`src/rtl/core/kpsdq_pkg.sv`:
```
// ----------------------------------------------------------------------------
// kpsdq_pkg
// Shared types and constants of the keypad scanner with debounce and key queue
// ----------------------------------------------------------------------------
package kpsdq_pkg;

    localparam int COL_W      = 4;   // column sample width
    localparam int ROW_W      = 2;   // row select width
    localparam int CODE_W     = 8;   // key code width
    localparam int DEB_W      = 8;   // debounce count width
    localparam int CTR_W      = 9;   // per-row stability counter width
    localparam int KEYMAP_W   = 64;
    localparam int ENTRY_W    = 4;   // key table entry = row*4 + column
    localparam int CFG_IDX_W  = 2;
    localparam int CFG_DATA_W = 64;

    // configuration register indexes
    localparam logic [CFG_IDX_W-1:0] CFG_DEBOUNCE    = 2'd0;
    localparam logic [CFG_IDX_W-1:0] CFG_KEYMAP_LOW  = 2'd1;
    localparam logic [CFG_IDX_W-1:0] CFG_KEYMAP_HIGH = 2'd2;

    localparam logic [DEB_W-1:0]    DEBOUNCE_RST    = 8'd5;
    localparam logic [KEYMAP_W-1:0] KEYMAP_LOW_RST  = 64'h4423_302A_4133_3231;
    localparam logic [KEYMAP_W-1:0] KEYMAP_HIGH_RST = 64'h4236_3534_4339_3837;

    // input actions
    localparam logic ACT_TICK = 1'b0;
    localparam logic ACT_READ = 1'b1;

    typedef struct packed {
        logic full;
        logic empty;
    } t_fifo_status;

endpackage

```
`src/rtl/core/kpsdq_item_if.sv`:
```
// ----------------------------------------------------------------------------
// kpsdq_item_if
// Input channel: scan tick with column sample, or read of the oldest key
// ----------------------------------------------------------------------------
interface kpsdq_item_if;

    logic                        valid;
    logic                        ready;
    logic                        action;
    logic [kpsdq_pkg::COL_W-1:0] column_sample;

    modport source (output valid, output action, output column_sample, input ready);
    modport sink   (input valid, input action, input column_sample, output ready);

endinterface

```
`src/rtl/core/kpsdq_result_if.sv`:
```
// ----------------------------------------------------------------------------
// kpsdq_result_if
// Result channel: popped key, next row to drive, drop flag and queue fill
// ----------------------------------------------------------------------------
interface kpsdq_result_if #(
    parameter int CNT_W = 4
);

    logic                         valid;
    logic                         ready;
    logic                         key_valid;
    logic [kpsdq_pkg::CODE_W-1:0] key_code;
    logic [kpsdq_pkg::ROW_W-1:0]  row_select;
    logic                         key_dropped;
    logic [CNT_W-1:0]             queue_count;

    modport source (
        output valid, output key_valid, output key_code, output row_select,
        output key_dropped, output queue_count, input ready
    );
    modport sink (
        input valid, input key_valid, input key_code, input row_select,
        input key_dropped, input queue_count, output ready
    );

endinterface

```
`src/rtl/core/kpsdq_fifo.sv`:
```
// ----------------------------------------------------------------------------
// kpsdq_fifo
// Key code queue with registered read data, cleared to zero when nothing pops
// ----------------------------------------------------------------------------
module kpsdq_fifo #(
    parameter int DEPTH = 8,
    parameter int CNT_W = 4
) (
    input  logic                         i_clk,
    input  logic                         i_rst_n,
    input  logic                         i_step,
    input  logic                         i_push,
    input  logic                         i_pop,
    input  logic [kpsdq_pkg::CODE_W-1:0] i_push_data,
    output logic [kpsdq_pkg::CODE_W-1:0] o_rd_data,
    output logic [CNT_W-1:0]             o_count,
    output kpsdq_pkg::t_fifo_status      o_status
);

    localparam int AW = (DEPTH > 1) ? $clog2(DEPTH) : 1;

    logic [kpsdq_pkg::CODE_W-1:0] mem [DEPTH];
    logic [AW-1:0]                r_head, n_head;
    logic [AW-1:0]                r_tail, n_tail;
    logic [CNT_W-1:0]             r_count, n_count;
    logic [kpsdq_pkg::CODE_W-1:0] r_rd_data;
    logic                         do_push, do_pop;

    function automatic logic [AW-1:0] wrap_inc(input logic [AW-1:0] ptr);
        logic [AW-1:0] nxt;
        nxt = (ptr == AW'(DEPTH - 1)) ? '0 : ptr + AW'(1);
        return nxt;
    endfunction

    assign o_status.full  = (r_count == CNT_W'(DEPTH));
    assign o_status.empty = (r_count == '0);

    assign do_push = i_step && i_push && !o_status.full;
    assign do_pop  = i_step && i_pop && !o_status.empty;

    always_comb begin
        n_head  = do_pop ? wrap_inc(r_head) : r_head;
        n_tail  = do_push ? wrap_inc(r_tail) : r_tail;
        n_count = r_count;
        if (do_push) begin
            n_count = r_count + CNT_W'(1);
        end else if (do_pop) begin
            n_count = r_count - CNT_W'(1);
        end
    end

    always_ff @(posedge i_clk) begin
        if (!i_rst_n) begin
            r_head  <= '0;
            r_tail  <= '0;
            r_count <= '0;
        end else begin
            r_head  <= n_head;
            r_tail  <= n_tail;
            r_count <= n_count;
        end
    end

    always_ff @(posedge i_clk) begin
        if (do_push) begin
            mem[r_tail] <= i_push_data;
        end
    end

    always_ff @(posedge i_clk) begin
        if (i_step) begin
            r_rd_data <= do_pop ? mem[r_head] : '0;
        end
    end

    assign o_rd_data = r_rd_data;
    assign o_count   = r_count;

endmodule

```
`src/rtl/core/keypad_scan_debounce_queue.sv`:
```
// ----------------------------------------------------------------------------
// keypad_scan_debounce_queue
// Row-by-row keypad scanner with per-row debounce and a queue of key codes
// ----------------------------------------------------------------------------
// pipeline: input register, then result register
// throughput: one transaction per cycle while the result side is ready; the row state and queue
//   update as a transaction moves from the input register to the result register
// reset: debounce count 5, default key map, row 0, all row samples and
//   counters zero, queue empty
module keypad_scan_debounce_queue #(
    parameter int ROWS        = 4,
    parameter int COLUMNS     = 4,
    parameter int QUEUE_DEPTH = 8
) (
    input  logic                             i_clk,
    input  logic                             i_rst_n,
    input  logic                             i_cfg_we,
    input  logic [kpsdq_pkg::CFG_IDX_W-1:0]  i_cfg_idx,
    input  logic [kpsdq_pkg::CFG_DATA_W-1:0] i_cfg_data,
    kpsdq_item_if.sink                       i_item,
    kpsdq_result_if.source                   o_result
);

    localparam int CNT_W = $clog2(QUEUE_DEPTH + 1);
    localparam int RIX_W = (ROWS > 1) ? $clog2(ROWS) : 1;
    localparam logic [kpsdq_pkg::COL_W-1:0] COL_MASK =
        kpsdq_pkg::COL_W'((1 << COLUMNS) - 1);

    // configuration
    logic [kpsdq_pkg::DEB_W-1:0]    r_debounce;
    logic [kpsdq_pkg::KEYMAP_W-1:0] r_keymap_low;
    logic [kpsdq_pkg::KEYMAP_W-1:0] r_keymap_high;

    always_ff @(posedge i_clk) begin
        if (!i_rst_n) begin
            r_debounce    <= kpsdq_pkg::DEBOUNCE_RST;
            r_keymap_low  <= kpsdq_pkg::KEYMAP_LOW_RST;
            r_keymap_high <= kpsdq_pkg::KEYMAP_HIGH_RST;
        end else if (i_cfg_we) begin
            unique case (i_cfg_idx)
                kpsdq_pkg::CFG_DEBOUNCE:
                    r_debounce <= i_cfg_data[kpsdq_pkg::DEB_W-1:0];
                kpsdq_pkg::CFG_KEYMAP_LOW:  r_keymap_low  <= i_cfg_data;
                kpsdq_pkg::CFG_KEYMAP_HIGH: r_keymap_high <= i_cfg_data;
                default: ;
            endcase
        end
    end

    // pipeline control
    logic                        r_in_valid, r_res_valid;
    logic                        r_action;
    logic [kpsdq_pkg::COL_W-1:0] r_sample;
    logic                        advance, step, in_fire;

    assign advance      = !r_res_valid || o_result.ready;
    assign step         = r_in_valid && advance;
    assign i_item.ready = !r_in_valid || advance;
    assign in_fire      = i_item.valid && i_item.ready;

    always_ff @(posedge i_clk) begin
        if (!i_rst_n) begin
            r_in_valid  <= 1'b0;
            r_res_valid <= 1'b0;
        end else begin
            if (in_fire) begin
                r_in_valid <= 1'b1;
            end else if (step) begin
                r_in_valid <= 1'b0;
            end
            if (step) begin
                r_res_valid <= 1'b1;
            end else if (o_result.ready) begin
                r_res_valid <= 1'b0;
            end
        end
    end

    always_ff @(posedge i_clk) begin
        if (in_fire) begin
            r_action <= i_item.action;
            r_sample <= i_item.column_sample;
        end
    end

    // per-row debounce state
    logic [kpsdq_pkg::COL_W-1:0] r_pending [ROWS];
    logic [kpsdq_pkg::COL_W-1:0] r_stable  [ROWS];
    logic [kpsdq_pkg::CTR_W-1:0] r_counter [ROWS];
    logic [kpsdq_pkg::ROW_W-1:0] r_row, n_row;

    logic [RIX_W-1:0]              ridx;
    logic                          is_tick;
    logic [kpsdq_pkg::COL_W-1:0]   sample, cur_pending, cur_stable, hit;
    logic [kpsdq_pkg::CTR_W-1:0]   cur_cnt, limit;
    logic                          changed, counting, settle, found;
    logic [1:0]                    hit_col;
    logic [kpsdq_pkg::ENTRY_W-1:0] entry;
    logic [2*kpsdq_pkg::KEYMAP_W-1:0] keymap;
    logic [kpsdq_pkg::CODE_W-1:0]  key;
    logic                          press;

    logic [kpsdq_pkg::CODE_W-1:0] fifo_rd_data;
    logic [CNT_W-1:0]             fifo_count;
    kpsdq_pkg::t_fifo_status      fifo_status;

    assign ridx        = r_row[RIX_W-1:0];
    assign is_tick     = (r_action == kpsdq_pkg::ACT_TICK);
    assign sample      = r_sample & COL_MASK;
    assign cur_pending = r_pending[ridx];
    assign cur_stable  = r_stable[ridx];
    assign cur_cnt     = r_counter[ridx];
    assign limit       = {1'b0, r_debounce};
    assign changed     = (sample != cur_pending);
    assign counting    = !changed && (cur_cnt <= limit);
    assign settle      = counting && (cur_cnt == limit) && (cur_stable != sample);
    assign hit         = (cur_stable ^ sample) & sample;

    // lowest newly pressed column
    always_comb begin
        found   = 1'b0;
        hit_col = '0;
        for (int c = COLUMNS - 1; c >= 0; c--) begin
            if (hit[c]) begin
                found   = 1'b1;
                hit_col = 2'(c);
            end
        end
    end

    assign entry  = {r_row, hit_col};
    assign keymap = {r_keymap_high, r_keymap_low};
    assign key    = keymap[entry*kpsdq_pkg::CODE_W +: kpsdq_pkg::CODE_W];
    assign press  = is_tick && settle && found;

    assign n_row = (r_row == kpsdq_pkg::ROW_W'(ROWS - 1)) ? '0
                                                           : r_row + kpsdq_pkg::ROW_W'(1);

    always_ff @(posedge i_clk) begin
        if (!i_rst_n) begin
            r_row <= '0;
            for (int r = 0; r < ROWS; r++) begin
                r_pending[r] <= '0;
                r_stable[r]  <= '0;
                r_counter[r] <= '0;
            end
        end else if (step && is_tick) begin
            r_row <= n_row;
            if (changed) begin
                r_pending[ridx] <= sample;
                r_counter[ridx] <= '0;
            end else if (counting) begin
                r_counter[ridx] <= cur_cnt + kpsdq_pkg::CTR_W'(1);
                if (settle) begin
                    r_stable[ridx] <= sample;
                end
            end
        end
    end

    kpsdq_fifo #(
        .DEPTH (QUEUE_DEPTH),
        .CNT_W (CNT_W)
    ) u_fifo (
        .i_clk       (i_clk),
        .i_rst_n     (i_rst_n),
        .i_step      (step),
        .i_push      (press),
        .i_pop       (!is_tick),
        .i_push_data (key),
        .o_rd_data   (fifo_rd_data),
        .o_count     (fifo_count),
        .o_status    (fifo_status)
    );

    // result register
    logic r_key_valid, r_dropped;

    always_ff @(posedge i_clk) begin
        if (step) begin
            r_key_valid <= !is_tick && !fifo_status.empty;
            r_dropped   <= press && fifo_status.full;
        end
    end

    assign o_result.valid       = r_res_valid;
    assign o_result.key_valid   = r_key_valid;
    assign o_result.key_code    = fifo_rd_data;
    assign o_result.row_select  = r_row;
    assign o_result.key_dropped = r_dropped;
    assign o_result.queue_count = fifo_count;

    // a transaction either pops or may drop, never both
    a_pop_xor_drop: assert property (@(posedge i_clk) disable iff (!i_rst_n)
        r_res_valid |-> !(r_key_valid && r_dropped))
        else $error("key_valid and key_dropped both set");

    a_code_zero: assert property (@(posedge i_clk) disable iff (!i_rst_n)
        (r_res_valid && !r_key_valid) |-> (fifo_rd_data == '0))
        else $error("key_code nonzero without a popped key");

    a_count_bound: assert property (@(posedge i_clk) disable iff (!i_rst_n)
        fifo_count <= CNT_W'(QUEUE_DEPTH))
        else $error("queue count above depth");

    a_drop_when_full: assert property (@(posedge i_clk) disable iff (!i_rst_n)
        (step && press && fifo_status.full) |=> (fifo_count == CNT_W'(QUEUE_DEPTH)))
        else $error("queue changed on a dropped key");

    a_row_advance: assert property (@(posedge i_clk) disable iff (!i_rst_n)
        (step && is_tick) |=> (r_row == $past(n_row)))
        else $error("row did not advance on tick");

endmodule

```
`src/flat_wrapper.sv`:
```
// flat-port wrapper written by rule: the top's interface ports become plain ports
module keypad_scan_debounce_queue_flat 
#(
    parameter int ROWS        = 4,
    parameter int COLUMNS     = 4,
    parameter int QUEUE_DEPTH = 8
)
  (i_clk, i_rst_n, i_cfg_we, i_cfg_idx, i_cfg_data, i_item_valid, i_item_action, i_item_column_sample, i_item_ready, o_result_valid, o_result_key_valid, o_result_key_code, o_result_row_select, o_result_key_dropped, o_result_queue_count, o_result_ready);
  kpsdq_item_if i_item_i ();
  kpsdq_result_if #(.CNT_W(4)) o_result_i ();
  input  logic i_clk;
  input  logic i_rst_n;
  input  logic i_cfg_we;
  input  logic [kpsdq_pkg::CFG_IDX_W-1:0] i_cfg_idx;
  input  logic [kpsdq_pkg::CFG_DATA_W-1:0] i_cfg_data;
  input wire logic [$bits(i_item_i.valid)-1:0] i_item_valid;
  input wire logic [$bits(i_item_i.action)-1:0] i_item_action;
  input wire logic [$bits(i_item_i.column_sample)-1:0] i_item_column_sample;
  output wire logic [$bits(i_item_i.ready)-1:0] i_item_ready;
  output wire logic [$bits(o_result_i.valid)-1:0] o_result_valid;
  output wire logic [$bits(o_result_i.key_valid)-1:0] o_result_key_valid;
  output wire logic [$bits(o_result_i.key_code)-1:0] o_result_key_code;
  output wire logic [$bits(o_result_i.row_select)-1:0] o_result_row_select;
  output wire logic [$bits(o_result_i.key_dropped)-1:0] o_result_key_dropped;
  output wire logic [$bits(o_result_i.queue_count)-1:0] o_result_queue_count;
  input wire logic [$bits(o_result_i.ready)-1:0] o_result_ready;
  assign i_item_i.valid = i_item_valid;
  assign i_item_i.action = i_item_action;
  assign i_item_i.column_sample = i_item_column_sample;
  assign i_item_ready = i_item_i.ready;
  assign o_result_valid = o_result_i.valid;
  assign o_result_key_valid = o_result_i.key_valid;
  assign o_result_key_code = o_result_i.key_code;
  assign o_result_row_select = o_result_i.row_select;
  assign o_result_key_dropped = o_result_i.key_dropped;
  assign o_result_queue_count = o_result_i.queue_count;
  assign o_result_i.ready = o_result_ready;
  keypad_scan_debounce_queue #(.ROWS(ROWS), .COLUMNS(COLUMNS), .QUEUE_DEPTH(QUEUE_DEPTH)) u_core (.i_clk(i_clk), .i_rst_n(i_rst_n), .i_cfg_we(i_cfg_we), .i_cfg_idx(i_cfg_idx), .i_cfg_data(i_cfg_data), .i_item(i_item_i), .o_result(o_result_i));
endmodule
```
`config.mk`:
```
export PLATFORM = sky130hd
export DESIGN_NAME = keypad_scan_debounce_queue_flat
export DESIGN_NICKNAME = d
export VERILOG_FILES = /design/src/rtl/core/kpsdq_pkg.sv /design/src/rtl/core/kpsdq_item_if.sv /design/src/rtl/core/kpsdq_result_if.sv /design/src/rtl/core/kpsdq_fifo.sv /design/src/rtl/core/keypad_scan_debounce_queue.sv /design/src/flat_wrapper.sv
export SDC_FILE = /design/constraint.sdc
export NUM_CORES = 1
export LEC_CHECK = 0
export BUFFER_PORTS_ARGS = -buffer_cell sky130_fd_sc_hd__clkbuf_2
export CORE_MARGIN = 2
export CORE_UTILIZATION = 55
export CTS_BUF_LIST = sky130_fd_sc_hd__clkbuf_8 sky130_fd_sc_hd__clkbuf_16
export DETAILED_ROUTE_END_ITERATION = 8
export PLACE_DENSITY = 0.83
export SETUP_SLACK_MARGIN = 0.2
export SYNTH_ARGS = -nofsm -noshare
export SYNTH_HDL_FRONTEND = slang
export SYNTH_HIERARCHICAL = 1
export SYNTH_SLANG_ARGS = --single-unit
```
`constraint.sdc`:
```
create_clock -name i_clk -period 5.3 [get_ports i_clk]
set_input_delay 0.53 -clock i_clk [delete_from_list [all_inputs] [get_ports i_clk]]
set_output_delay 0.53 -clock i_clk [all_outputs]
set_load 0.1 [all_outputs]
```
==> summary.md <==
| Metric | Value |
|---|---|
| Outcome | completed |
| Initial Utilization | 55.9% |
| Synth top area share | 33.7% |
| Ranking of synthesized cells by area | edfxtp_1 34%, dfxtp_1 23%, mux4_2 11%, nand2_1 8.3%, a21boi_0 4.6% |
| Detailed placer's ending HPWL | 18900 um |
| Congestion Overflow GR | 0 |
| Clk slew on worst S/H paths | 0.06 ns |
| TritonRoute pass-1 iters | 5 |
| Post-synth net total | 1240 |
| Worst path max stage delay | 0.74 ns |
| CTS Sinks | 299 |
| Pwr dens | 340 nW/um^2 |
| Top FF cell, synth | dfxtp_1 |
| Post-Synth Adder-Cell Area | 2.06% |
| Clk pwr share | 41.0% |
| Largest family of logic cells by synthesized area | simple AND/OR/NAND/NOR gates |
| CTS tree | yes |
| Ys Warns | 6 |
| Worst path cell trace | mux4_2 -> ha_1 -> nand3_1 -> or3_1 -> nor3_1 -> nand2_1 -> nor3_1 -> nand3_1 -> buf_4 -> ha_1 -> a21o_1 -> a21oi_1 -> mux2i_1 -> xnor2_1 -> nor2b_1 |
| Drt wl/cell | 18.7 um |
| Global-route wire length before repair | 46700 um |
| Post-synth top area cell | edfxtp_1 |
| Critical path fanouts, max | 15 |
| Post-CTS setup repair buffer count | 0 |
| Crit end category | flip-flop |
| Clk Latency, worst-skew pair | 0.56 ns |
| Final setup TNS | 0 ns |
| Placer Congestion | 0.894 |
| ANT nets after route | 0 |
| Hold crit path type | in -> reg |
| Worst Skew | 0.0158 ns |
| Initial DRC count | 665 |
| Multiplexer area fraction after synthesis | 12.2% |
| Cell variety after synth | 53 |
| IO buf count | 93 |
| Fin crit share | 88.0% |
| CTS buffer count | 29 |
| Peak Freq | 0.214 GHz |
| Comb pwr share | 8.6% |
| Worst IR Drop VDD | 0.310 mV |
| CP max stage cell | dfxtp_1 |
| # setup viols final | 0 |
| H-tree Lvls | 1 |
| Nature of the critical path startpoint | flip-flop |
| Synthesized cell area | 13100 um^2 |
| Multi-input gate area | 5250 um^2 |
| Via density | 5.77 |
| # diodes | 0 |
| Psw | 0.00117 W |
| IO Count | 94 |
| Largest net degree at the start of global routing | 137 |
| Layout fillers | 1752 |
| Fin. max-slew vios | 0 |
| Ys async rst share | 0% |
| RSZ-0062 raised after global routing | false |
| Compound-Gate Fraction of Synth Area | 7.07% |
| Crit Path Class | reg -> reg |
| Number of global-route vias before repair | 8891 |
| Reg area | 7460 um^2 |
| Std-Cell Rows | 56 |
| Overall Power | 0.00504 W |
| Flops & latches, synth | 299 |
| Layout cell share with drive strength beyond 1 | 19.9% |
| Seq/Total Area, Yosys | 57.0% |
| Post-synth EDFFs | 147 |
| CP delay by family, top | simple AND/OR/NAND/NOR gates |
| Die width | 158 um |
| CP required | 5.74 ns |
| Post-synthesis simple-gate area fraction | 17.8% |
| Leakage power | 5.56 nW |
| Drt total wl | 29300 um |
| Die Y | 158 um |
| Worst Path Buf+Inv | 1 |
| Die area | 25000 um^2 |
| Synth Instances | 1143 |
| Avg Cell Area, Syn | 11.5 um^2 |
| Core area | 23400 um^2 |
| Xor and xnor area share after synthesis | 0.870% |
| Sequential power share | 50.4% |
| Initial antenna violation count | 0 |
| Normalized max-slew margin | 21.2% |
| Sw Share | 23.1% |
| Root Buffer | clkbuf_16 |
| Final hold vios | 0 |
| Internal power | 0.00387 W |
| Drt drc | 0 |
| Maxcap violations | 0 |
| DR vias | 9020 |
| GRT Util Overall | 24.0% |
| CTS max path bufs | 3 |
| Tmin final | 4.66 ns |
| Area Growth Syn to Fin | 13.3% |
| WP data arrival | 5.11 ns |
| Fin nets | 1319 |
| Worst Tran Pin Value | 1.18 ns |
-- what timing repair did --
action / CTS / global route
hold buffers: 0 / 0
resized for setup: 0 / 1
setup endpoints to repair: 0 / 1
-- path summary, 6_finish.rpt --
kind / slack, ns / cells past startpoint / startpoint / endpoint
worst min-delay path: 0.15 / 1 / i_item_column_sample[3] / u_core/r_sample[3]
worst min register to register: 0.46 / 2 / u_core/r_keymap_low[40] / u_core/r_keymap_low[40]
worst max-delay path: 0.64 / 15 / flip-flop / u_core/u_fifo/o_count[3]
worst max register to register: 0.64 / 15 / flip-flop / u_core/u_fifo/o_count[3]
-- per-stage QoR --
step	std cells	util, %	setup WS, ns	hold slack, ns	cell area [um^2]
3_3_place_gp	1510	59.3	0.760	0.445	13900
5_1_grt	1564	63.4	0.402	0.137	14800
6_report	1564	63.4	0.636	0.154	14800
2_1_floorplan	1143	-	0.634	0.435	13100
3_5_place_dp	1510	59.3	0.568	0.452	13900
4_1_cts	1564	63.4	0.511	0.142	14800
-- cells in the final DEF (no fill, tap or decap), types with 2 or more instances in the layout --
master      count
a21boi_0       80
o21ai_0         5
nor2_1         64
mux4_1          3
mux2i_1        12
and3b_2         2
clkinvlp_4      2
nor4_1          2
dfxtp_1       151
ha_1           20
mux4_2         62
clkbuf_16      29
nand2_1       289
nor3b_1         6
nand4_4         2
a21oi_1        16
clkbuf_2       92
nand3_1        59
clkinv_2        9
edfxtp_1      147
xnor2_1         5
nand4_1         2
inv_1          22
nand3_2         2
nor3_1         15
clkinv_1        4
and2_1         10
and3_1         15
nor4b_1         2
nor3_2          2
nand2b_1        3
nor2b_1        22
buf_4          31
xor2_1          8
bufinv_16       4
a22oi_1        20
nand3b_1        5
-- logic make-up (layout without fill, tap and decap cells) --
| kind of cell | after synthesis | in the layout |
|---|---|---|
| xor gates and xnor gates | 13 | 13 |
| DFF | 299 | 299 |
| and+or+nand+nor | 511 | 511 |
| AOI/OAI and AO/OA | 129 | 129 |
| adders and majority gates | 21 | 21 |
| muxes | 77 | 77 |
| buffers and inverters | 93 | 195 |
-- state kept, by name, indices dropped and copies added, names as in the netlist, 2 cells and up, named ones only --
signal / count
u_core/r_debounce: 8
u_core/r_keymap_low: 64
u_core/r_keymap_high: 64
u_core/u_fifo/o_rd_data: 8
u_core/r_sample: 4
u_core/u_fifo/o_count: 4
u_core/r_stable: 16
u_core/r_counter: 36
u_core/u_fifo/r_head: 3
u_core/r_pending: 16
u_core/u_fifo/mem: 64
u_core/o_result.row_select: 2
u_core/u_fifo/r_tail: 3
-- worst register-to-register path: stages, from the launching register on --
cell and delay [ns]:
dfxtp_1 0.74, mux4_2 0.46, ha_1 0.33, nand3_1 0.11
or3_1 0.44, nor3_1 0.41, nand2_1 0.21, nor3_1 0.37
nand3_1 0.12, buf_4 0.22, ha_1 0.29, a21o_1 0.19
a21oi_1 0.18, mux2i_1 0.26, xnor2_1 0.15, nor2b_1 0.06
-- routing by layer --
layer | part of all wire [%] | track usage, %
met1 | 41 | 32.1
met2 | 50 | 41.0
met3 | 6.1 | 3.38
met4 | 2.2 | 7.46
met5 | 0 | 0
-- power by group through the flow --
stage | logic [W] | registers (W) | clock network (W)
final | 0.000432 | 0.00254 | 0.00207
after global routing | 0.000469 | 0.00255 | 0.00218
after CTS | 0.000432 | 0.00254 | 0.00209
after detailed placement | 0.000427 | 0.00259 | 0
after global placement | 0.000416 | 0.00259 | 0
after floorplan | 0.000270 | 0.00260 | 0
-- cell type report --
type / count / area share, %
Inverter: 18 / 0.456
Sequential cell: 299 / 50.3
Timing Repair Buffer: 123 / 4.67
Multi-Input combinational cell: 751 / 35.4
Clock inverter: 24 / 1.48
Tap cell: 319 / 2.69
Clock buffer: 30 / 4.99
-- cell usage after synthesis, types with 17 or more instances --
library cell  instances
inv_1                17
ha_1                 20
mux4_2               62
clkbuf_1             54
dfxtp_1             152
edfxtp_1            147
a21oi_1              17
nand3_1              59
a21boi_0             80
nand2_1             289
nor2_1               64
a22oi_1              20
nor2b_1              22
(Power assumes the default switching activity.)
